===== config.mk =====
export PLATFORM = sky130hd
export DESIGN_NAME = motor_speed_incremental_pid
export DESIGN_NICKNAME = d
export VERILOG_FILES = /design/src/sv/mspid_pkg.sv /design/src/sv/mspid_err.sv /design/src/sv/mspid_mul.sv /design/src/sv/mspid_acc.sv /design/src/sv/motor_speed_incremental_pid.sv
export SDC_FILE = /design/constraint.sdc
export NUM_CORES = 2
export LEC_CHECK = 0
export BUFFER_PORTS_ARGS = -buffer_cell sky130_fd_sc_hd__buf_4
export CAP_MARGIN = 25
export CORE_MARGIN = 2
export CORE_UTILIZATION = 44
export CTS_CLUSTER_DIAMETER = 120
export DETAILED_ROUTE_END_ITERATION = 8
export SKIP_LAST_GASP = 1
export SLEW_MARGIN = 30
export SYNTH_ARGS = -nofsm -noshare
export SYNTH_HDL_FRONTEND = slang
export SYNTH_SLANG_ARGS = --single-unit

===== constraint.sdc =====
create_clock -name aclk -period 16.8 [get_ports aclk]
set_clock_uncertainty 0.1 [all_clocks]
set_input_delay 1.68 -clock aclk [delete_from_list [all_inputs] [get_ports aclk]]
set_output_delay 1.68 -clock aclk [all_outputs]
set_load 0.05 [all_outputs]

===== src/sv/mspid_pkg.sv =====
// Shared widths, configuration register indexes and stage word types
// for the incremental PID speed controller. No dependencies.
package mspid_pkg;

    localparam int SPEED_W = 16;          // input speed fields
    localparam int GAIN_W  = 16;          // Q8.8 gains
    localparam int LIMIT_W = 16;          // duty limit and duty output
    localparam int FRAC_W  = 8;           // fraction bits of gains and accumulator
    localparam int ERR_W   = SPEED_W + 2; // error, +/-65535
    localparam int D1_W    = ERR_W + 1;   // first difference of error
    localparam int D2_W    = ERR_W + 2;   // second difference of error
    localparam int PP_W    = GAIN_W + D1_W;
    localparam int PI_W    = GAIN_W + ERR_W;
    localparam int PD_W    = GAIN_W + D2_W;
    localparam int ACC_W   = LIMIT_W + FRAC_W + 2;
    localparam int SUM_W   = PD_W + 2;
    localparam int CFG_IDX_W = 4;

    localparam logic [LIMIT_W-1:0] DUTY_LIMIT_RESET = LIMIT_W'(10000);

    typedef enum logic [CFG_IDX_W-1:0] {
        CFG_KP_GAIN    = CFG_IDX_W'(0),
        CFG_KI_GAIN    = CFG_IDX_W'(1),
        CFG_KD_GAIN    = CFG_IDX_W'(2),
        CFG_DUTY_LIMIT = CFG_IDX_W'(3)
    } cfg_index_t;

    typedef struct packed {
        logic signed [GAIN_W-1:0]  kp_gain;
        logic signed [GAIN_W-1:0]  ki_gain;
        logic signed [GAIN_W-1:0]  kd_gain;
        logic        [LIMIT_W-1:0] duty_limit;
    } cfg_regs_t;

    typedef struct packed {
        logic signed [ERR_W-1:0] err;
        logic signed [D1_W-1:0]  diff1;
        logic signed [D2_W-1:0]  diff2;
    } err_word_t;

    typedef struct packed {
        logic signed [PP_W-1:0] p_term;
        logic signed [PI_W-1:0] i_term;
        logic signed [PD_W-1:0] d_term;
    } prod_word_t;

endpackage


===== src/sv/mspid_err.sv =====
// Error stage: forms the tick error and its first and second differences,
// and keeps the error history. Depends on mspid_pkg.
module mspid_err (
    input  logic                                 aclk,
    input  logic                                 aresetn,
    input  logic                                 s_valid,
    output logic                                 s_ready,
    input  logic signed [mspid_pkg::SPEED_W-1:0] s_target_speed,
    input  logic signed [mspid_pkg::SPEED_W-1:0] s_measured_speed,
    output logic                                 err_valid,
    input  logic                                 err_ready,
    output mspid_pkg::err_word_t                 err_word
);
    import mspid_pkg::*;

    logic                    valid_reg;
    logic signed [ERR_W-1:0] e1_reg;
    logic signed [ERR_W-1:0] e2_reg;
    err_word_t               word_reg;
    err_word_t               word_next;
    logic                    accept;

    assign s_ready   = !valid_reg || err_ready;
    assign accept    = s_valid && s_ready;
    assign err_valid = valid_reg;
    assign err_word  = word_reg;

    always_comb begin
        word_next.err   = ERR_W'(s_target_speed) - ERR_W'(s_measured_speed);
        word_next.diff1 = D1_W'(word_next.err) - D1_W'(e1_reg);
        word_next.diff2 = D2_W'(word_next.err) - (D2_W'(e1_reg) <<< 1) + D2_W'(e2_reg);
    end

    always_ff @(posedge aclk) begin
        if (!aresetn) begin
            valid_reg <= 1'b0;
            e1_reg    <= '0;
            e2_reg    <= '0;
        end else begin
            if (s_ready) begin
                valid_reg <= s_valid;
            end
            if (accept) begin
                e1_reg <= word_next.err;
                e2_reg <= e1_reg;
            end
        end
    end

    always_ff @(posedge aclk) begin
        if (accept) begin
            word_reg <= word_next;
        end
    end

endmodule


===== src/sv/mspid_mul.sv =====
// Product stage: the three gain multiplies, one registered product each.
// Depends on mspid_pkg.
module mspid_mul (
    input  logic                  aclk,
    input  logic                  aresetn,
    input  mspid_pkg::cfg_regs_t  cfg,
    input  logic                  err_valid,
    output logic                  err_ready,
    input  mspid_pkg::err_word_t  err_word,
    output logic                  prod_valid,
    input  logic                  prod_ready,
    output mspid_pkg::prod_word_t prod_word
);
    import mspid_pkg::*;

    logic       valid_reg;
    prod_word_t word_reg;
    prod_word_t word_next;

    assign err_ready  = !valid_reg || prod_ready;
    assign prod_valid = valid_reg;
    assign prod_word  = word_reg;

    always_comb begin
        word_next.p_term = PP_W'(cfg.kp_gain) * PP_W'(err_word.diff1);
        word_next.i_term = PI_W'(cfg.ki_gain) * PI_W'(err_word.err);
        word_next.d_term = PD_W'(cfg.kd_gain) * PD_W'(err_word.diff2);
    end

    always_ff @(posedge aclk) begin
        if (!aresetn) begin
            valid_reg <= 1'b0;
        end else if (err_ready) begin
            valid_reg <= err_valid;
        end
    end

    always_ff @(posedge aclk) begin
        if (err_valid && err_ready) begin
            word_reg <= word_next;
        end
    end

endmodule


===== src/sv/mspid_acc.sv =====
// Accumulate stage: adds the increment to the drive accumulator, clamps it
// to the duty limit and registers direction and duty. Depends on mspid_pkg.
module mspid_acc (
    input  logic                                aclk,
    input  logic                                aresetn,
    input  mspid_pkg::cfg_regs_t                cfg,
    input  logic                                prod_valid,
    output logic                                prod_ready,
    input  mspid_pkg::prod_word_t               prod_word,
    output logic                                m_valid,
    input  logic                                m_ready,
    output logic                                m_direction,
    output logic [mspid_pkg::LIMIT_W-1:0]       m_duty
);
    import mspid_pkg::*;

    logic                    valid_reg;
    logic signed [ACC_W-1:0] acc_reg;
    logic signed [ACC_W-1:0] acc_next;
    logic signed [SUM_W-1:0] sum;
    logic signed [SUM_W-1:0] lim;
    logic [ACC_W-1:0]        mag;
    logic [LIMIT_W-1:0]      duty_next;
    logic                    dir_next;
    logic                    direction_reg;
    logic [LIMIT_W-1:0]      duty_reg;

    assign prod_ready  = !valid_reg || m_ready;
    assign m_valid     = valid_reg;
    assign m_direction = direction_reg;
    assign m_duty      = duty_reg;

    always_comb begin
        sum = SUM_W'(acc_reg) + SUM_W'(prod_word.p_term)
            + SUM_W'(prod_word.i_term) + SUM_W'(prod_word.d_term);
        lim = SUM_W'({cfg.duty_limit, FRAC_W'(0)});
        if (sum > lim) begin
            acc_next = ACC_W'(lim);
        end else if (sum < -lim) begin
            acc_next = ACC_W'(-lim);
        end else begin
            acc_next = ACC_W'(sum);
        end
        // truncate toward zero: shift the magnitude
        mag       = acc_next[ACC_W-1] ? ACC_W'(-acc_next) : ACC_W'(acc_next);
        duty_next = mag[FRAC_W +: LIMIT_W];
        dir_next  = !(acc_next[ACC_W-1] && (duty_next != '0));
    end

    always_ff @(posedge aclk) begin
        if (!aresetn) begin
            valid_reg <= 1'b0;
            acc_reg   <= '0;
        end else begin
            if (prod_ready) begin
                valid_reg <= prod_valid;
            end
            if (prod_valid && prod_ready) begin
                acc_reg <= acc_next;
            end
        end
    end

    always_ff @(posedge aclk) begin
        if (prod_valid && prod_ready) begin
            direction_reg <= dir_next;
            duty_reg      <= duty_next;
        end
    end

endmodule


===== src/sv/motor_speed_incremental_pid.sv =====
// Incremental PID motor speed controller, top level: configuration
// registers and the three-stage pipeline. Depends on mspid_pkg,
// mspid_err, mspid_mul and mspid_acc.
//
// Use: each word on the s_ channel is one control tick (target and
// measured speed). Each tick gives one m_ word: a direction bit and a
// duty magnitude for the PWM. Gains and duty limit are written on the
// cfg_ channel (index 0 kp, 1 ki, 2 kd, 3 duty limit; others ignored),
// which is always ready; write only while no tick is in flight.
// The error stage registers a word when it accepts it; the multiply and
// accumulate stages each register it in turn before m_ shows it.
// Throughput: one word per cycle while m_ready is high, set by the
// accumulator add-and-clamp loop in the last stage.
// Each stage holds one word and takes a new one whenever it is empty or
// its word moves on, so a stalled m_ready fills the pipe (three words)
// before s_ready drops. Results are never dropped or repeated.
// Reset: gains to 0, duty limit to 10000, error history and accumulator
// to zero, pipeline empty.
module motor_speed_incremental_pid (
    input  logic                                   aclk,
    input  logic                                   aresetn,
    input  logic                                   cfg_valid,
    output logic                                   cfg_ready,
    input  logic [mspid_pkg::CFG_IDX_W-1:0]        cfg_index,
    input  logic [mspid_pkg::GAIN_W-1:0]           cfg_data,
    input  logic                                   s_valid,
    output logic                                   s_ready,
    input  logic signed [mspid_pkg::SPEED_W-1:0]   s_target_speed,
    input  logic signed [mspid_pkg::SPEED_W-1:0]   s_measured_speed,
    output logic                                   m_valid,
    input  logic                                   m_ready,
    output logic                                   m_direction,
    output logic [mspid_pkg::LIMIT_W-1:0]          m_duty
);
    import mspid_pkg::*;

    cfg_regs_t  cfg_reg;
    err_word_t  err_word;
    prod_word_t prod_word;
    logic       err_valid;
    logic       err_ready;
    logic       prod_valid;
    logic       prod_ready;

    assign cfg_ready = 1'b1;

    always_ff @(posedge aclk) begin
        if (!aresetn) begin
            cfg_reg.kp_gain    <= '0;
            cfg_reg.ki_gain    <= '0;
            cfg_reg.kd_gain    <= '0;
            cfg_reg.duty_limit <= DUTY_LIMIT_RESET;
        end else if (cfg_valid && cfg_ready) begin
            unique case (cfg_index)
                CFG_KP_GAIN:    cfg_reg.kp_gain    <= cfg_data;
                CFG_KI_GAIN:    cfg_reg.ki_gain    <= cfg_data;
                CFG_KD_GAIN:    cfg_reg.kd_gain    <= cfg_data;
                CFG_DUTY_LIMIT: cfg_reg.duty_limit <= cfg_data;
                default: ;
            endcase
        end
    end

    mspid_err u_err (
        .aclk             (aclk),
        .aresetn          (aresetn),
        .s_valid          (s_valid),
        .s_ready          (s_ready),
        .s_target_speed   (s_target_speed),
        .s_measured_speed (s_measured_speed),
        .err_valid        (err_valid),
        .err_ready        (err_ready),
        .err_word         (err_word)
    );

    mspid_mul u_mul (
        .aclk       (aclk),
        .aresetn    (aresetn),
        .cfg        (cfg_reg),
        .err_valid  (err_valid),
        .err_ready  (err_ready),
        .err_word   (err_word),
        .prod_valid (prod_valid),
        .prod_ready (prod_ready),
        .prod_word  (prod_word)
    );

    mspid_acc u_acc (
        .aclk        (aclk),
        .aresetn     (aresetn),
        .cfg         (cfg_reg),
        .prod_valid  (prod_valid),
        .prod_ready  (prod_ready),
        .prod_word   (prod_word),
        .m_valid     (m_valid),
        .m_ready     (m_ready),
        .m_direction (m_direction),
        .m_duty      (m_duty)
    );

    // clamped duty never exceeds the limit
    a_duty_in_limit: assert property (@(posedge aclk) disable iff (!aresetn)
        m_valid |-> m_duty <= cfg_reg.duty_limit)
        else $error("duty above limit");

    // reverse drive always carries a nonzero duty
    a_reverse_nonzero: assert property (@(posedge aclk) disable iff (!aresetn)
        (m_valid && !m_direction) |-> m_duty != '0)
        else $error("reverse direction with zero duty");

    // input stalls only when the whole pipe is full and the output is held
    a_stall_full: assert property (@(posedge aclk) disable iff (!aresetn)
        !s_ready |-> (m_valid && !m_ready && err_valid && prod_valid))
        else $error("input stalled with room in pipeline");

endmodule

==> impl_metrics.json <==
{
  "fin_nets": 6867,
  "vdd_drop_max_v": 0.0000944,
  "synthTopCellsByArea": "fa_1 (37%), ha_1 (10%), edfxtp_1 (10%)",
  "power_mw": 4.62,
  "coreArea_sq_um": 116000,
  "p_per_area_nw_per_um2": 84.2,
  "ys_seq_area_share_pct": 15.2,
  "cts_max_level": 2,
  "cpPeakStageDelay_ns": 0.56,
  "hold_viol_final": 0,
  "die_h_um": 346,
  "yosysWarnings": 0,
  "slew_headroom_pct": 32.8,
  "comb_power_share_pct": 55.3,
  "layout_commonest_cell": "inv_1",
  "grt_pass1_vias": 39000,
  "drv_slew": 0,
  "vias_per_cell": 5.23,
  "p_sw_share_pct": 47.6,
  "end_kind": "flop",
  "clk-insertion-delay-late_ns": 0.59,
  "cts_root_buf": "clkbuf_16",
  "drt_iter0_markers": 2319,
  "final_cell_mix": "inv_1 (1094), fa_1 (945), nand2_1 (706)",
  "post-route-util_pct": 47.2,
  "regArea_sq_um": 7830,
  "cts-resized-gates": 0,
  "slowest_stage": "a31oi_2",
  "yosysTopAreaCell": "fa_1",
  "synth_enable_flop_cells": 176,
  "gp_congestion": 0.910,
  "clkTransAtPathRegs_ns": 0.06,
  "cp_max_fo": 12,
  "hp-class": "reg2reg",
  "crit_arrival_ns": 10.42,
  "rsz0062_at_grt": "false",
  "dr.pass1.iters": 5,
  "die_area_sq_um": 120000,
  "wl_um": 135000,
  "syn_area_per_cell_sq_um": 9.40,
  "io_buffers": 75,
  "multi_input_area_sq_um": 38900,
  "synth_cell_types": 94,
  "finalCritPeriodShare_pct": 60.0,
  "largest_reg_flops": 104,
  "syn_to_final_growth_pct": 6.36,
  "final_area_sq_um": 54900,
  "cts_tree": "built",
  "cts_buffer_depth": 3,
  "cts_setup_buffers": 0,
  "syn-num-nets": 6920,
  "holdBufCountCts": 0,
  "io-pin-count": 77,
  "fp-row-count": 125,
  "routed-via-count": 36600,
  "p_switching_mw": 2.20,
  "initial_core_util_pct": 44.4,
  "drcViolationCount": 0,
  "power.leakage_nw": 24.7,
  "finalSetupTns_ns": 0,
  "postPlaceCellArea_sq_um": 53500,
  "period_needed_ns": 10.08,
  "crit_type": "reg2reg",
  "synth_top_cell_area_share_pct": 36.7,
  "fill_cells": 11000,
  "setup_viol": 0,
  "netlist_instances": 5487,
  "ys_seq_elements": 303,
  "grt_max_degree": 88,
  "whs_ns": 0.362,
  "tightest_slew_ns": 1.01,
  "status": "finished, final reports clean",
  "cp-start-kind": "flop",
  "drive_above_1_share_pct": 3.95,
  "synthFlopType": "edfxtp_1",
  "synthArstFlopShare_pct": 0,
  "grt_use_total_pct": 23.3,
  "antenna_found_initial": 3,
  "grt_pass1_wl_um": 219000,
  "die_x_um": 346,
  "power_frac_seq_pct": 25.9,
  "p_int_mw": 2.42,
  "grt-ovfl-total": 0,
  "max-cap-violations": 0,
  "cts.sinks": 303,
  "hpwl_um": 111000,
  "timing.fmax_mhz": 99.2,
  "wl_per_cell_um": 19.4,
  "clock_power_share_pct": 18.8,
  "syn-cell-area_sq_um": 51600,
  "antenna_left": 0,
  "cts_buffers": 38,
  "cp.required_ns": 17.14
}
==> power by group through the flow <==
| stage | combinational, mW | sequential [mW] | clock (mW) |
|---|---|---|---|
| 6_report | 2.55 | 1.20 | 0.868 |
| 5_1_grt | 2.82 | 1.21 | 0.921 |
| 4_1_cts | 2.54 | 1.19 | 0.890 |
| 3_5_place_dp | 2.52 | 1.21 | 0 |
| 3_3_place_gp | 2.49 | 1.21 | 0 |
| 2_1_floorplan | 1.89 | 1.04 | 0 |
==> cells in the mapped netlist (11+ instances only) <==
| library cell | count |
|---|---|
| a211oi_1 | 21 |
| a21boi_0 | 74 |
| a21o_1 | 56 |
| a21oi_1 | 159 |
| a31oi_1 | 16 |
| and2_1 | 336 |
| and3_1 | 21 |
| buf_2 | 11 |
| clkbuf_1 | 176 |
| dfxtp_1 | 127 |
| edfxtp_1 | 176 |
| fa_1 | 945 |
| ha_1 | 431 |
| inv_1 | 1094 |
| mux2i_1 | 58 |
| nand2_1 | 707 |
| nand2b_1 | 68 |
| nand3_1 | 46 |
| nand4_1 | 17 |
| nor2_1 | 177 |
| nor2b_1 | 95 |
| nor3_1 | 51 |
| o211a_1 | 12 |
| o211ai_1 | 25 |
| o21a_1 | 26 |
| o21ai_0 | 117 |
| o21ai_1 | 13 |
| o21bai_1 | 27 |
| or3_1 | 18 |
| xnor2_1 | 171 |
| xor2_1 | 45 |
==> logic make-up (layout without fill, tap and decap cells) <==
logic type / count (synthesis) / after routing / synth area share, %
xor gates and xnor gates: 216 / 216 / 3.67
AOI/OAI and AO/OA: 645 / 645 / 8.37
and+or+nand+nor: 1592 / 1592 / 15.0
other: 1 / 2 / 0.00727
DFF: 303 / 303 / 15.2
buffers and inverters: 1293 / 1270 / 9.48
adders and majority gates: 1377 / 1377 / 47.1
muxes: 60 / 60 / 1.18
==> layout make-up <==
type	instances	area share, %
Tap cell	1524	3.48
Timing Repair Buffer	103	1.42
Inverter	1097	7.51
Clock buffer	54	2.05
Multi-Input combinational cell	3891	70.9
Antenna cell	1	0.00456
Sequential cell	303	14.3
Clock inverter	16	0.356
==> critical path, delay by kind of cell (launching register included) <==
kind                     cells  cell delay [ns]
AO/OA/AOI/OAI               23             5.45
XOR/XNOR                     2             0.28
adder cells (fa/ha/maj)      5             1.88
buffers and inverters        1             0.10
flip-flops                   1             0.41
AND/OR/NAND/NOR              9             1.71
==> stage by stage <==
step                setup slack [ns]  cells
floorplan                       6.69   5487
finish                          6.72   6989
detailed placement              6.51   6918
global placement                6.41   6918
global route                    5.93   6988
CTS                             6.42   6988
==> layer usage <==
| metal | global-route usage, % | up-vias | wire length, um |
|---|---|---|---|
| li1 | - | 17000 | - |
| met5 | 0 | - | 13 |
| met2 | 39.2 | 841 | 64500 |
| met1 | 32.4 | 18600 | 61000 |
| met3 | 2.41 | 159 | 6790 |
| met4 | 5.47 | 2 | 3020 |
==> path summary, 6_finish.rpt <==
check,start,endpoint,slack [ns],cells after the start
min,u_err.e1_reg[5],u_err.e2_reg[5],0.36,2
max,u_mul.prod_word[36],u_acc.m_direction,6.72,40
max reg2reg,u_mul.prod_word[36],u_acc.m_direction,6.72,40
min reg2reg,u_err.e1_reg[5],u_err.e2_reg[5],0.36,2
(Power assumes the default switching activity.)
